--- config.mk ---
export PLATFORM = sky130hd
export DESIGN_NAME = dhb_decide
export DESIGN_NICKNAME = d
export VERILOG_FILES = /design/src/hdl/dhb_pkg.sv /design/src/hdl/dhb_decide.sv
export SDC_FILE = /design/constraint.sdc
export NUM_CORES = 1
export LEC_CHECK = 0
export ABC_AREA = 1
export BUFFER_PORTS_ARGS = -buffer_cell sky130_fd_sc_hd__buf_2
export CAP_MARGIN = 20
export CORE_MARGIN = 5
export CORE_UTILIZATION = 57
export DETAILED_ROUTE_END_ITERATION = 7
export GPL_ROUTABILITY_DRIVEN = 0
export PLACE_DENSITY = 0.95
export SYNTH_ARGS = -nofsm -noshare
export SYNTH_HDL_FRONTEND = slang
export SYNTH_SLANG_ARGS = --single-unit
export TNS_END_PERCENT = 10
--- constraint.sdc ---
create_clock -name vclk -period 5.44
set_clock_uncertainty 0.1 [all_clocks]
set_input_delay 0.816 -clock vclk [all_inputs]
set_output_delay 0.816 -clock vclk [all_outputs]
set_load 0.01 [all_outputs]
--- src/hdl/dhb_pkg.sv ---
// Package: shared types and constants of the deadband/heartbeat publish decision unit.
package dhb_pkg;

	localparam int POINT_COUNT = 256;
	localparam int IDX_W = 8;
	localparam int VALUE_W = 32;
	localparam int TICK_W = 32;
	localparam int BAND_W = 16;
	localparam int HB_W = 16;
	localparam int MS_W = 10;
	localparam int HB_MS_W = HB_W + MS_W;
	localparam logic [MS_W-1:0] MS_PER_SECOND = MS_W'(1000);
	localparam logic [IDX_W:0] IDX_LIMIT = (IDX_W + 1)'(POINT_COUNT);

	typedef enum logic {
		OP_EVALUATE = 1'b0,
		OP_CLEAR    = 1'b1
	} op_t;

	typedef logic [IDX_W-1:0] point_idx_t;

	typedef struct packed {
		op_t                        operation;
		point_idx_t                 point_index;
		logic signed [VALUE_W-1:0]  sample_value;
		logic                       is_text;
		logic [BAND_W-1:0]          deadband;
		logic [HB_W-1:0]            heartbeat_seconds;
		logic [TICK_W-1:0]          now_ms;
	} eval_item_t;

	typedef struct packed {
		logic                       publish;
		logic signed [VALUE_W-1:0]  published_value;
	} result_t;

	// Last published value and tick of one point.
	typedef struct packed {
		logic [VALUE_W-1:0] value;
		logic [TICK_W-1:0]  tick;
	} slot_t;

endpackage

--- src/hdl/dhb_decide.sv ---
// Module: publish decision for one evaluate beat against its point's stored state.
module dhb_decide (
	input  dhb_pkg::eval_item_t             item,
	input  logic [dhb_pkg::HB_MS_W-1:0]     hb_ms,
	input  logic                            has_published,
	input  dhb_pkg::slot_t                  slot,
	output logic                            due
);

	logic [dhb_pkg::VALUE_W:0]  sample_ext;
	logic [dhb_pkg::VALUE_W:0]  last_ext;
	logic [dhb_pkg::VALUE_W:0]  diff_fwd;
	logic [dhb_pkg::VALUE_W:0]  diff_rev;
	logic [dhb_pkg::VALUE_W:0]  diff_abs;
	logic [dhb_pkg::TICK_W-1:0] elapsed;
	logic                       band_due;
	logic                       text_due;
	logic                       hb_due;

	// Sign-extend to 33 bits so the difference cannot overflow.
	assign sample_ext = {item.sample_value[dhb_pkg::VALUE_W-1], item.sample_value};
	assign last_ext   = {slot.value[dhb_pkg::VALUE_W-1], slot.value};
	assign diff_fwd   = sample_ext - last_ext;
	assign diff_rev   = last_ext - sample_ext;
	assign diff_abs   = diff_fwd[dhb_pkg::VALUE_W] ? diff_rev : diff_fwd;

	assign band_due = (item.deadband == '0)
		|| (diff_abs >= (dhb_pkg::VALUE_W + 1)'(item.deadband));
	assign text_due = (item.sample_value != slot.value);

	// Wrapping elapsed time against the heartbeat period.
	assign elapsed = item.now_ms - slot.tick;
	assign hb_due  = (item.heartbeat_seconds != '0)
		&& (elapsed >= dhb_pkg::TICK_W'(hb_ms));

	assign due = !has_published || (item.is_text ? text_due : band_due) || hb_due;

endmodule

==> results of run 1 <==
[placed cells by master (no fill, tap or decap), types with 2 or more instances in the layout]
cell,n
sky130_fd_sc_hd__inv_2,3
sky130_fd_sc_hd__inv_4,2
sky130_fd_sc_hd__nand3b_1,5
sky130_fd_sc_hd__a21oi_1,94
sky130_fd_sc_hd__nand2_2,17
sky130_fd_sc_hd__a211oi_1,2
sky130_fd_sc_hd__xor2_1,28
sky130_fd_sc_hd__nand3_1,73
sky130_fd_sc_hd__buf_8,2
sky130_fd_sc_hd__o21ai_1,4
sky130_fd_sc_hd__ha_1,131
sky130_fd_sc_hd__nand3_2,5
sky130_fd_sc_hd__diode_2,2
sky130_fd_sc_hd__fa_1,2
sky130_fd_sc_hd__ha_4,6
sky130_fd_sc_hd__nand2_1,548
sky130_fd_sc_hd__o21bai_1,9
sky130_fd_sc_hd__nor2_1,113
sky130_fd_sc_hd__nand4_1,22
sky130_fd_sc_hd__o21ai_2,2
sky130_fd_sc_hd__o21ai_0,30
sky130_fd_sc_hd__buf_4,77
sky130_fd_sc_hd__a31oi_1,5
sky130_fd_sc_hd__a21oi_2,5
sky130_fd_sc_hd__nor4_1,11
sky130_fd_sc_hd__buf_6,2
sky130_fd_sc_hd__nor3_1,14
sky130_fd_sc_hd__inv_1,369
sky130_fd_sc_hd__xnor2_1,14
sky130_fd_sc_hd__o21a_1,3
sky130_fd_sc_hd__buf_2,187
sky130_fd_sc_hd__a21o_1,7
sky130_fd_sc_hd__nor2_4,4
sky130_fd_sc_hd__nand2_4,8
sky130_fd_sc_hd__nor2_2,5
[area by class of cell]
type | count | area, um2
repair buffers | 269 | 1587
well taps | 180 | 225.2
multi-input cells | 1180 | 6735
fillers | 1176 | 3850
inverters | 376 | 1425
diodes | 2 | 5.005
[metal layers]
layer,up-vias,share of wire,track usage
li1,5330,-,-
met4,0,0.055,0.1305
met3,142,0.097,0.03445
met2,653,0.47,0.5290
met5,-,0,0
met1,4659,0.38,0.3499
[through the flow]
step	power, uW	area (um2)
2_1_floorplan	780.1	7986
3_5_place_dp	1143	9657
5_1_grt	1406	9977
4_1_cts	1170	9746
6_report	1267	9977
3_3_place_gp	1091	9657
[kinds of logic (layout without fill, tap and decap cells)]
group / count (synthesis) / count (layout) / share of synthesized area
buf+inv: 384 / 645 / 0.1852
fa+ha+maj: 140 / 140 / 0.2222
other cells: 0 / 2 / 0
mux: 2 / 2 / 0.002507
simple gates: 828 / 829 / 0.4288
xor+xnor: 43 / 43 / 0.04716
compound gates: 166 / 166 / 0.1142
[worst min path at each step]
stage / from / end / slack, ps
final: has_published / due / 1780
after CTS: has_published / due / 1810
after floorplan: has_published / due / 1640
after global routing: has_published / due / 1790
after global placement: has_published / due / 1800
after detailed placement: has_published / due / 1810
[timing repair]
| item | in CTS | in global routing |
|---|---|---|
| pin swaps | 5 | 31 |
| endpoints found under the setup margin | 1 | 1 |
| resized for setup | 18 | 39 |
| cloned | 1 | 0 |
| setup buffers | 1 | 5 |
[tightest hold or removal path: cells and delay by family]
kind / cells / cell delay, ps
buf+inv: 2 / 190
simple gates: 1 / 50
[where the power goes]
| part | leakage (uW) | internal [uW] | switching [uW] |
|---|---|---|---|
| logic | 0.00651 | 515 | 752 |
| clock network | 0.0000000127 | 0.0000492 | 0 |
| registers | 0 | 0 | 0 |
| total | 0.00651 | 515 | 752 |
==> reports/results.env, run 1 <==
RUN_STATUS='finished with violations'
VIOLATIONS='negative setup slack'
SYNTH_TO_LAYOUT_AREA_GROWTH_PCT=24.93
CRITICAL-PATH-MAX-STAGE-DELAY_PS=400
SETUP_TOTAL_NEGATIVE_SLACK_PS=-333.1
SYNTHESIS.YOSYS.WARNINGS=0
WORST_SETUP_PATH_ENDPOINT='due'
CRIT_START='slot[32]'
ROUTED_WIRELENGTH_UM=26460
CP_MAX_FO=8
CRIT_REQUIRED_PS=4520
FINAL-MAX-SLEW-VIOLATION-COUNT=0
VIA_COUNT_OF_THE_FIRST_GLOBAL_ROUTING_PASS=10056
DRC_ERRORS=0
TOP_CELL_TYPES_BY_OCCURRENCE_AFTER_SYNTHESIS='sky130_fd_sc_hd__nand2_1, sky130_fd_sc_hd__inv_1, sky130_fd_sc_hd__ha_1'
DESIGN.SEQ.COUNT=0
PLACE.DETAILED.HPWL_UM=22520
PORT_BUFFERS=189
DR_TOTAL_VIAS=10784
FINAL-SEQ-AREA_UM2=0
POST-ROUTE-PERIOD-UTIL=1.061
SYNTH.YOSYS.SEQ_AREA_SHARE=0
REPORT.FINAL.HOLD_VIOL_COUNT=0
CRITICAL_PATH.STARTPOINT_TYPE='input pin'
PATH_COMMON_CELL='sky130_fd_sc_hd__nand2_1'
POST_ROUTE_NON_FILLER_STANDARD_CELL_COUNT=2007
TIMING.SETUP.CRITICAL_PATH_CLASS='in -> out'
DIE-HEIGHT_UM=128.4
SYNTHESIS.AREA_MM2=0.007986
SETUP_WS_PS=-333.1
HOLD-WORST-SLACK_PS=1778
SYNTHDISTINCTLIBCELLS=40
POWER.IR.VDD_WORST_V=0.00007661
DETAILEDROUTE.FIRSTITERATIONVIOLATIONS=895
MOST_NUMEROUS_CELL_IN_THE_YOSYS_NETLIST='sky130_fd_sc_hd__nand2_1'
IO-PIN-COUNT=198
TOTAL_DIE_AREA_MM2=0.01648
GLOBALROUTE.TOTALOVERFLOW=0
TIMING.MAX_CAP.VIOLATIONS=0
N_CLOCK_BUFFER=0
GLOBALROUTETOTALUTIL=0.2943
PLACE_INST=1999
WORSTPATHARRIVAL_PS=4860
START_UTIL=0.5776
ROWS=43
CRITICAL_PATH.ENDPOINT_TYPE='primary output'
MAXCLOCKFREQUENCY_MHz=173.2
POWER.DENSITY_CELL_AREA_mW_PER_MM2=127.0
MAXIMUM_NUMBER_OF_PINS_ON_ONE_NET_BEFORE_GLOBAL_ROUTE_REPAIR=16
FP.COREAREA_MM2=0.01383
FLOORPLAN.DIE.WIDTH_UM=128.4
DP_WORST_SETUP_SLACK_PS=-268.6
FINISH.UTILIZATION=0.7216
LAYOUT-DRIVE-GT1-SHARE=0.1836
SYNTH_LARGEST_TYPE_AREA_FRACTION=0.2627
MIN-DELAY-PATH-CLASS='in -> out'
AVGVIACOUNTPERCELL=5.373
FINAL-SETUP-VIOL-COUNT=1
SYN_NETS=1900
DESIGN.FINAL.NETS=2164
GLOBAL_ROUTE_WIRE_LENGTH_BEFORE_REPAIR_UM=41830
FINALCRITICALPERIOD_PS=5773
POST-SYNTH-TOP-AREA-CELL='sky130_fd_sc_hd__nand2_1'
CP_NUM_BUF_INV=6
POSTCTSHOLDBUFS=0
GRT_ANTENNA_BEFORE_REPAIR=2
TIGHTESTPINTRANSITION_PS=459.8
WL_PER_CELL_UM=13.19
HOLD_PATH_DEPTH=3
SYN-MEAN-INSTANCE-AREA_UM2=5.110
PATH_DEPTH=39
RSZ0062_AT_GRT='true'
FIRSTDRTPASSITERS=8
SYN_INST_COUNT=1563
TOP_CELL_FAMILY_BY_DELAY_ON_THE_CRITICAL_PATH='simple AND/OR/NAND/NOR gates'
NETLIST_TOP_CELLS_AREA='sky130_fd_sc_hd__nand2_1, sky130_fd_sc_hd__ha_1, sky130_fd_sc_hd__inv_1, sky130_fd_sc_hd__a21oi_1, sky130_fd_sc_hd__nor2_1'
CRITPATHSLOWESTCELL='sky130_fd_sc_hd__fa_2'
MAX_SLEW_MARGIN=0.6902
TOTAL_LEAKAGE_POWER_uW=0.006514
FINAL_ANTENNA_NET_COUNT=0
Note: power is estimated with default switching activity, not from simulation.
==> inputs of run 2 (changes only) <==
Settings changed: BUFFER_PORTS_ARGS -buffer_cell sky130_fd_sc_hd__buf_2 to not set, CAP_MARGIN 20 to 30, CORE_UTILIZATION 57 to 65, DONT_BUFFER_PORTS set to 1, PLACE_DENSITY 0.95 to 0.92.
==> run 2 against run 1 <==
  * The flow now finishes without violations
  * Sequential cell count stayed put
  * Fmax rose by 8.5%
  * First-iteration DRC count is 8.2% higher
  * Critical path depth fell by 2
  * Hold slack worse by 180 ps
  * Non-clock buffer count decreased by 217
  * Worst setup slack better by 450 ps
  * Combinational power fell by 11%
  * Critical path type unchanged
  * Critical endpoint unchanged
  * Highest routed layer unchanged
==> reports/results.env, run 2 (synthesis results as in run 1) <==
DESIGN.SEQ.COUNT=0  # unchanged
CRITICAL-PATH-MAX-STAGE-DELAY_PS=390  # about the same
DR_TOTAL_VIAS=9768  # -9.4%
TIMING.SETUP.CRITICAL_PATH_CLASS='in -> out'
FLOORPLAN.DIE.WIDTH_UM=120.8  # -5.9%
GLOBALROUTE.TOTALOVERFLOW=0  # unchanged
ROWS=40  # -7.0%
FINAL-SEQ-AREA_UM2=0  # unchanged
SYNTH_TO_LAYOUT_AREA_GROWTH_PCT=9.604
AVGVIACOUNTPERCELL=5.566  # +3.6%
DESIGN.FINAL.NETS=1947  # -10%
FINISH.UTILIZATION=0.7288  # +0.007186
TIGHTESTPINTRANSITION_PS=438.2  # -21.63 ps
TOP_CELL_FAMILY_BY_DELAY_ON_THE_CRITICAL_PATH='simple AND/OR/NAND/NOR gates'
MIN-DELAY-PATH-CLASS='in -> out'
GRT_ANTENNA_BEFORE_REPAIR=0  # -2
MAX_SLEW_MARGIN=0.7048  # +0.01458
DIE-HEIGHT_UM=120.8  # -5.9%
REPORT.FINAL.HOLD_VIOL_COUNT=0  # unchanged
POWER.DENSITY_CELL_AREA_mW_PER_MM2=128.8  # +1.4%
VIA_COUNT_OF_THE_FIRST_GLOBAL_ROUTING_PASS=9098  # -9.5%
DETAILEDROUTE.FIRSTITERATIONVIOLATIONS=968  # +8.2%
PORT_BUFFERS=0  # -100%
POWER.IR.VDD_WORST_V=0.00008820  # +15%
FIRSTDRTPASSITERS=7  # -1
START_UTIL=0.6649  # +0.08730
HOLD-WORST-SLACK_PS=1593  # -185.0 ps
DRC_ERRORS=0  # unchanged
IO-PIN-COUNT=198  # unchanged
PLACE.DETAILED.HPWL_UM=20810  # -7.6%
TOTAL_DIE_AREA_MM2=0.01460  # -11%
FINAL-SETUP-VIOL-COUNT=0  # -1
GLOBALROUTETOTALUTIL=0.3033  # +0.009022
ROUTED_WIRELENGTH_UM=23630  # -11%
RSZ0062_AT_GRT='true'
FINAL_ANTENNA_NET_COUNT=0  # unchanged
CRIT_REQUIRED_PS=4520  # about the same
DPL-INSTANCE-AREA_MM2=0.008494  # -12%
RUN_STATUS='completed'
MAXCLOCKFREQUENCY_MHz=187.9  # +8.5%
PATH_COMMON_CELL='sky130_fd_sc_hd__nand2_1'
FINAL_COMMON_CELL='sky130_fd_sc_hd__nand2_1'
CRITICAL_PATH.STARTPOINT_TYPE='input pin'
FINALCRITICALPERIOD_PS=5322  # -451.3 ps
MAXIMUM_NUMBER_OF_PINS_ON_ONE_NET_BEFORE_GLOBAL_ROUTE_REPAIR=13  # -3
POST-ROUTE-PERIOD-UTIL=0.9783  # -0.08296
LAYOUT-DRIVE-GT1-SHARE=0.07276  # -0.1108
POSTCTSHOLDBUFS=0  # unchanged
TIMING.MAX_CAP.VIOLATIONS=0  # unchanged
FP.COREAREA_MM2=0.01201  # -13%
CP_NUM_BUF_INV=5  # -1
CRITPATHSLOWESTCELL='sky130_fd_sc_hd__fa_2'
FINAL_CELL_MIX='sky130_fd_sc_hd__nand2_1, sky130_fd_sc_hd__inv_1, sky130_fd_sc_hd__ha_1, sky130_fd_sc_hd__nor2_1, sky130_fd_sc_hd__a21oi_1'
CP_MAX_FO=8  # unchanged
NUM_ANTENNA_CELLS=0  # -2
GLOBAL_ROUTE_WIRE_LENGTH_BEFORE_REPAIR_UM=38000  # -9.2%
N_CLOCK_BUFFER=0  # unchanged
TOTAL_LEAKAGE_POWER_uW=0.005603  # -14%
FINALINSTANCEAREA_MM2=0.008753  # -12%
WORSTPATHARRIVAL_PS=4410  # -450 ps
FINAL-MAX-SLEW-VIOLATION-COUNT=0  # unchanged
WL_PER_CELL_UM=13.46  # +2.1%
CRITICAL_PATH.ENDPOINT_TYPE='primary output'
run 2: cell type report:
cell class                      instances  area (um2)
Inverter                              376        1433
Multi-Input combinational cell       1180        6734
Tap cell                              147       183.9
Timing Repair Buffer                   52       402.9
Fill cell                            1064        3258
run 2: per-layer routing:
layer	track usage	vias to the layer above	routed length, um
met5	0	-	0
met4	0.08499	0	962
met3	0.04303	100	2762
met2	0.5398	556	10750
met1	0.3784	4230	9150
li1	-	4882	-
run 2: worst paths after layout:
path	slack, ps	endpoint	depth (start not counted)	startpoint
worst max-delay path	120	due	37	item[65]
worst min-delay path	1590	due	1	has_published
run 2: stage by stage:
step,total power (uW),setup TNS [ps],cells,setup WS [ps]
after detailed placement,1035,-2.880,1752,-2.880
after global placement,996.4,0,1752,75.01
final,1127,0,1755,118.2
after CTS,1042,0,1752,7.645
after global routing,1262,-116.0,1755,-116.0
after floorplan,780.1,0,1563,436.6
run 2: repair_timing:
item,4_1_cts,5_1_grt
buffers inserted,0,2
pin swaps,0,31
resized for setup,1,48
setup endpoints to repair,1,1
cloned,0,1
run 2: where the power goes:
part	internal (uW)	total [uW]	switching (uW)
registers	0	0	0
logic	436	1130	691
clock network	0	0	0
total	436	1130	691
